### src/hdl/avc_pkg.sv
`timescale 1ns / 1ps
`default_nettype none
package avc_pkg;
  localparam int CoordW = 16;
  localparam int DiffW  = 17;
  localparam int RotW   = 18;
  localparam int SqW    = 36;
  localparam int NormW  = 18;
  localparam int NumW   = 26;
  localparam int QuotW  = 26;
  localparam int OutW   = 17;
  localparam int LenW   = 8;
  localparam logic [LenW-1:0] LenReset = 8'd32;
  localparam logic signed [9:0] RotCos = 10'sd243;
  localparam logic signed [9:0] RotSin = -10'sd79;

  // Signed divide by 256, truncating toward zero
  function automatic logic signed [RotW-1:0] div256(input logic signed [27:0] p);
    logic signed [27:0] a;
    begin
      a = p + (p[27] ? 28'sd255 : 28'sd0);
      div256 = RotW'(a >>> 8);
    end
  endfunction

  // One element that flows through the divider pipeline
  typedef struct packed {
    logic                    vld;
    logic [3:0][NumW-1:0]    mag;   // |numerator| remainders become partial state
    logic [3:0]              neg;
    logic [3:0][QuotW-1:0]   quo;
    logic [3:0][NumW:0]      rem;
    logic [NormW-1:0]        den;
    logic signed [CoordW-1:0] tx;
    logic signed [CoordW-1:0] ty;
  } div_stage_t;
endpackage
`default_nettype wire

### src/hdl/avc_sqrt.sv
`timescale 1ns / 1ps
`default_nettype none
// Pipelined restoring square root, one result bit per stage
module avc_sqrt (
  input  wire logic                         clk,
  input  wire logic                         rst_n,
  input  wire logic                         vld_i,
  input  wire logic [avc_pkg::SqW-1:0]      sq_i,
  input  wire logic [63:0]                  side_i,
  output logic                              vld_o,
  output logic [avc_pkg::NormW-1:0]         root_o,
  output logic [63:0]                       side_o
);
  localparam int N = avc_pkg::NormW;
  localparam int SqW = avc_pkg::SqW;
  logic                v_r   [N+1];
  logic [SqW-1:0]      rad_r [N+1];
  logic [N-1:0]        rt_r  [N+1];
  logic [N+1:0]        rm_r  [N+1];
  logic [63:0]         sd_r  [N+1];

  assign v_r[0] = vld_i;
  assign rad_r[0] = sq_i;
  assign rt_r[0] = '0;
  assign rm_r[0] = '0;
  assign sd_r[0] = side_i;

  for (genvar i = 0; i < N; i++) begin : g_st
    logic [N+1:0] trial, rm_sh;
    logic v_q;
    logic [SqW-1:0] rad_q;
    logic [N-1:0] rt_q;
    logic [N+1:0] rm_q;
    logic [63:0] sd_q;
    always_comb begin
      rm_sh = {rm_r[i][N-1:0], rad_r[i][SqW-1 -: 2]};
      trial = {rt_r[i], 2'b01};
    end
    always_ff @(posedge clk) begin
      if (!rst_n) v_q <= 1'b0;
      else v_q <= v_r[i];
      rad_q <= {rad_r[i][SqW-3:0], 2'b00};
      sd_q <= sd_r[i];
      if (rm_sh >= trial) begin
        rm_q <= rm_sh - trial;
        rt_q <= {rt_r[i][N-2:0], 1'b1};
      end else begin
        rm_q <= rm_sh;
        rt_q <= {rt_r[i][N-2:0], 1'b0};
      end
    end
    assign v_r[i+1] = v_q;
    assign rad_r[i+1] = rad_q;
    assign rt_r[i+1] = rt_q;
    assign rm_r[i+1] = rm_q;
    assign sd_r[i+1] = sd_q;
  end

  assign vld_o = v_r[N];
  assign root_o = rt_r[N];
  assign side_o = sd_r[N];
endmodule
`default_nettype wire

### config.mk
export PLATFORM = sky130hd
export DESIGN_NAME = avc_sqrt
export DESIGN_NICKNAME = d
export VERILOG_FILES = /design/src/hdl/avc_pkg.sv /design/src/hdl/avc_sqrt.sv
export SDC_FILE = /design/constraint.sdc
export NUM_CORES = 2
export LEC_CHECK = 0
export BUFFER_PORTS_ARGS = -buffer_cell sky130_fd_sc_hd__buf_4
export CORE_MARGIN = 10
export CORE_UTILIZATION = 30
export CTS_BUF_LIST = sky130_fd_sc_hd__clkbuf_4
export CTS_CLUSTER_SIZE = 30
export DETAILED_ROUTE_END_ITERATION = 6
export PLACE_DENSITY = 0.43
export SYNTH_ARGS = -nofsm -noshare
export SYNTH_HDL_FRONTEND = slang
export SYNTH_SLANG_ARGS = --single-unit
export TNS_END_PERCENT = 100
### constraint.sdc
create_clock -name clk -period 2.4 [get_ports clk]
set_input_delay 0.24 -clock clk [delete_from_list [all_inputs] [get_ports clk]]
set_output_delay 0.24 -clock clk [all_outputs]
set_load 0.005 [all_outputs]
; ---- Yosys cells after proc, flatten, opt, wreduce, memory -nomap -nowiden
; Cells that the tools add are included.
[totals]
reg_bits = 1938
out_inout_bits = 83
word_cells = 159
[classes]
n_lt_le_gt_ge = 18
add_sub_neg = 17
mux = 35
[op_table]
columns = cell, count
row1 = 2-to-1 mux 18 bit, 16
row2 = greater-or-equal comparator 20 x 10 -> 1 bit, 1
row3 = greater-or-equal comparator 20 x 11 -> 1 bit, 1
row4 = greater-or-equal comparator 20 x 12 -> 1 bit, 1
row5 = greater-or-equal comparator 20 x 13 -> 1 bit, 1
row6 = greater-or-equal comparator 20 x 14 -> 1 bit, 1
row7 = greater-or-equal comparator 20 x 15 -> 1 bit, 1
row8 = greater-or-equal comparator 20 x 16 -> 1 bit, 1
row9 = greater-or-equal comparator 20 x 17 -> 1 bit, 1
row10 = greater-or-equal comparator 20 x 18 -> 1 bit, 1
row11 = greater-or-equal comparator 20 x 19 -> 1 bit, 1
row12 = greater-or-equal comparator 20 x 3 -> 1 bit, 1
row13 = greater-or-equal comparator 20 x 4 -> 1 bit, 1
row14 = greater-or-equal comparator 20 x 5 -> 1 bit, 1
row15 = greater-or-equal comparator 20 x 6 -> 1 bit, 1
row16 = greater-or-equal comparator 20 x 7 -> 1 bit, 1
row17 = greater-or-equal comparator 20 x 8 -> 1 bit, 1
row18 = greater-or-equal comparator 20 x 9 -> 1 bit, 1
row19 = 2-to-1 mux 1 bit, 18
row20 = subtractor 18 x 10 -> 18 bit, 1
row21 = subtractor 18 x 11 -> 18 bit, 1
row22 = subtractor 18 x 12 -> 18 bit, 1
row23 = subtractor 18 x 13 -> 18 bit, 1
row24 = subtractor 18 x 14 -> 18 bit, 1
row25 = other kinds (14), 14

; ---- Depth between registers and ports, before layout
[logic_depth]
word_depth = 2
mapped_depth = 12
mapped_depth_nobuf = 10

; ---- Worst setup path before layout
; Ideal clock, no wire load.
[synth_path]
kind = flip-flop to flip-flop
startpoint = register g_st[15].rt_q[1]
endpoint = register g_st[16].rm_q[10]
arrival_time_ps = 2473
setup_slack_ps = -194
synth_period_minus_slack_ps = 2594
path_stages_with_launch = 11
setup_ps = 121
n_path_buf = 1
path_cell_list = dfxtp_1 -> inv_1 -> ha_1 -> o21ai_2 -> a21oi_1 -> o31a_1 -> a211o_1 -> a41o_1 -> a41oi_4 -> buf_8 -> mux2_4
[synth_via]
elab_chain_len = 2
word_cells_on_any_way = 3
[synth_rtl]
columns = element, line
row1 = start: declaration, avc_sqrt.sv:32  ; logic [N-1:0] rt_q;
row2 = start signal: assignment, avc_sqrt.sv:46  ; rt_q <= {rt_r[i][N-2:0], 1'b1};
row3 = start signal: assignment, avc_sqrt.sv:49  ; rt_q <= {rt_r[i][N-2:0], 1'b0};
row4 = subtractor 18 bit / greater-or-equal comparator 20 x 18 -> 1 bit (equally long branches), "avc_sqrt.sv:45, avc_sqrt.sv:44"
row5 = 2-to-1 mux 18 bit (*), avc_sqrt.sv:44  ; if (rm_sh >= trial) begin
row6 = end signal: assignment, avc_sqrt.sv:45  ; rm_q <= rm_sh - trial;
row7 = end signal: assignment, avc_sqrt.sv:48  ; rm_q <= rm_sh;
row8 = end: declaration, avc_sqrt.sv:33  ; logic [N+1:0] rm_q;
; Every way passes the cells marked *; elsewhere a longest branch is shown, timed or not.
; A chain may end at the register's enable or synchronous reset.

; ---- Worst setup path after layout
[layout_path]
startpoint = register g_st[15].rt_q[1]
endpoint = register g_st[16].rm_q[14]
; Same word-level chain as after synthesis.

==> metrics <==
status=finished with violations; failing checks=setup timing; Netlist cell types=80; DRC=0; wirelength, routed=83.8 mm; routed vias=29400; CTS tree=built; internal power=approximately 54000 uW; Worst VDD drop=~0.62 mV; # IOs=186; clock insertion delay at the later pin of the skew report=1300 ps; Iter 0 DRT Violations=around 790; clock buffer depth=4; clock power share=about a third; Gate power share=13.9%; Site Rows=150; Max Freq=391 MHz; critical path, cell by cell=inv_2 > ha_4 > o21ai_4 > a21oi_4 > o31a_1 > a211o_1 > buf_6 > buf_6 > and4_1 > or3b_4 > mux2_4; metal3 WL=~5 mm; vias in the first global route=30500; largest net degree at the start of global routing=23; GP Congestion=around 0.8; Mapped Nets=4088; Layout Nets=5334; Top cell by count, worst path=buf_6; DR top layer=met4; PwrDens=1080 nW/um2; Tightest Pin Transition=726 ps; area added between synthesis and finish=32.1%; RSZ-0062 raised after global routing=true; synth cell count leaders=dfxtp_1 (1926), inv_1 (245), ha_1 (188); Synth area leaders=dfxtp_1 (76%), ha_1 (4.6%), xnor2_1 (2.0%), inv_1 (1.8%), a21oi_1 (1.7%); register bit count reported by yosys=1926; period utilisation layout=106%; Critical Path Max Stage Delay=360 ps; Setup TNS=-1730 ps; vias per std cell=about 3.9; asr flop ratio synth=0%; Final Slew Violations=0; switching part of the total power=25.1%; CTS Buf Count=491; crit path time final=2550 ps; CTS Root Cell=clkbuf_4; die area=186000 um2; Net Sw Power=between 15000 and 20000 uW; EDFF count, synth=0; ys flop type=dfxtp_1; initial antenna violation count=3; core box area=168000 um2; Pwr Total=~72000 uW; Cells after Synth=3797; GRT Total Usage=8.93%; PortBufs=about 190; share of the synthesized area in the top cell type=between 70% and 80%; Seq/Total Area, Yosys=between 70% and 80%; fraction of final layout cells with drive strength greater than 1=27.1%; WP data required=3490 ps; critical path fanouts, max=3; Die Y=between 400 and 500 um; Final Hold Fails=0; Routed met2 length=38.9 mm; critical path launch point type=register; Max stage delay cell, worst path=or3b_4; clock slew at reported path FFs=around 70 ps; grt total ovfl=0; Mapped Avg Cell Area=13.4 um2; Synth warnings=0; Flop pwr share=51.1%; Max Clock Skew=93.2 ps; Initial Util=just over 30%; area leader, netlist=dfxtp_1; DRT met1 WL=35.8 mm; Cell Area, Synth=a little over 50000 um2; Setup violations, final=16; WL/cell=11.1 um; hpwl dp=52.3 mm; CP Class=reg -> reg; chip width=around 430 um; arrival time at the worst endpoint=3650 ps; count leader, synth=dfxtp_1; H-tree levels=5; Max-cap violations=0; leak pwr=0.0302 uW; post-layout util=40.0%; first-pass GRT wire length=139 mm; Pre-Repair DR Iteration Count=4; relative slew slack=roughly half; Hold Path Class=reg -> reg; CP endpoint kind=register; Routed Antenna Nets=0; post-route setup slack=-155 ps; Sink Count=1926
## path summary, 6_finish.rpt
kind              slack [ps]  depth (start not counted)                 to              start
hold reg to reg          240                          0  g_st[5].rad_q[30]  g_st[4].rad_q[28]
setup reg to reg        -150                         11  g_st[16].rm_q[14]   g_st[15].rt_q[1]
setup / recovery        -150                         11  g_st[16].rm_q[14]   g_st[15].rt_q[1]
hold / removal           240                          0  g_st[5].rad_q[30]  g_st[4].rad_q[28]
## critical path: cells and delay by family, from the launching register on
kind / cells / cell delay, ps
flops: 1 / 330
simple gates: 2 / 540
buf+inv: 3 / 270
compound gates: 4 / 770
mux: 1 / 260
fa+ha+maj: 1 / 220
## through the flow
stage / instance area (um2) / instances / setup slack (ps) / hold slack [ps]
3_3_place_gp: 57000 / 6421 / -132 / 309
6_report: 67000 / 7571 / -155 / 239
5_1_grt: 67000 / 7571 / -311 / 110
3_5_place_dp: 57000 / 6421 / -150 / 312
4_1_cts: 66000 / 7540 / -215 / 8.54
2_1_floorplan: 50800 / 3797 / -87.7 / 268
## layer usage
metal	vias to the layer above	global-route usage, %
met3	302	3.46
met1	13100	9.56
li1	15400	-
met4	0	6.59
met5	-	0
met2	600	14.3
## timing repair
item,in CTS,in global routing
setup endpoints to repair,100,173
hold endpoints to repair,119,0
hold buffers,306,0
gates cloned,2,2
gates resized for setup,44,178
pin swaps,11,55
buffers inserted,3,21
## power groups by stage
| stage | registers, uW | logic (uW) | clock network, uW |
|---|---|---|---|
| finish | 37000 | 10000 | 25300 |
| detailed placement | 37700 | 9050 | 0 |
| global placement | 37700 | 9030 | 0 |
| floorplan | 37100 | 6080 | 0 |
| global route | 37400 | 11200 | 28700 |
| CTS | 37000 | 9760 | 27000 |
## state kept, by name, summed over array words and instances (netlist names)
register	flops
vld_o	1
root_o	18
g_st.rm_q	279
g_st.v_q	17
g_st.rad_q	306
g_st.rt_q	153
side_o	64
g_st.sd_q	1088
## cell families (layout without fill, tap and decap cells)
family	count (synthesis)	count (layout)	share of synthesized area, %
flip-flops	1926	1926	76.0
adder cells (fa/ha/maj)	188	188	4.64
multiplexers	51	51	1.16
XOR/XNOR	207	207	3.57
buffers and inverters	291	1852	2.22
AND/OR/NAND/NOR	627	627	6.23
other	1	10	0.00739
AO/OA/AOI/OAI	506	506	6.19
## cell usage in the layout (no fill, tap or decap), types with 10 or more instances in the layout
master	n
nor3_2	10
o21ai_1	15
xnor2_1	114
a31oi_1	11
a21o_1	46
nand4_1	28
xor2_1	92
o211ai_1	16
and2_1	26
nand3_2	10
o21a_1	32
a21oi_1	158
dfxtp_1	1898
nor4_1	22
or2_2	10
nand2_1	124
dfxtp_2	28
o21bai_1	11
nand3_1	40
mux2_2	34
inv_2	12
buf_6	12
or3_1	21
clkinv_1	90
ha_1	154
nand2b_1	29
a21oi_2	18
nor2_1	162
ha_4	27
buf_4	470
clkbuf_4	699
nor2b_1	23
o21ai_0	100
dlygate4sd3_1	306
nor3_1	51
inv_1	238
## final cells by class
class,count,area (um2)
timing repair buffer,798,6900
clock buffer,699,5250
antenna,9,22.5
multi-input combinational,1580,12100
tap,2204,2760
clock inverter,109,512
sequential,1926,38600
inverter,246,923
fill,16000,101000
No activity file was read; power rests on OpenSTA's default activity.
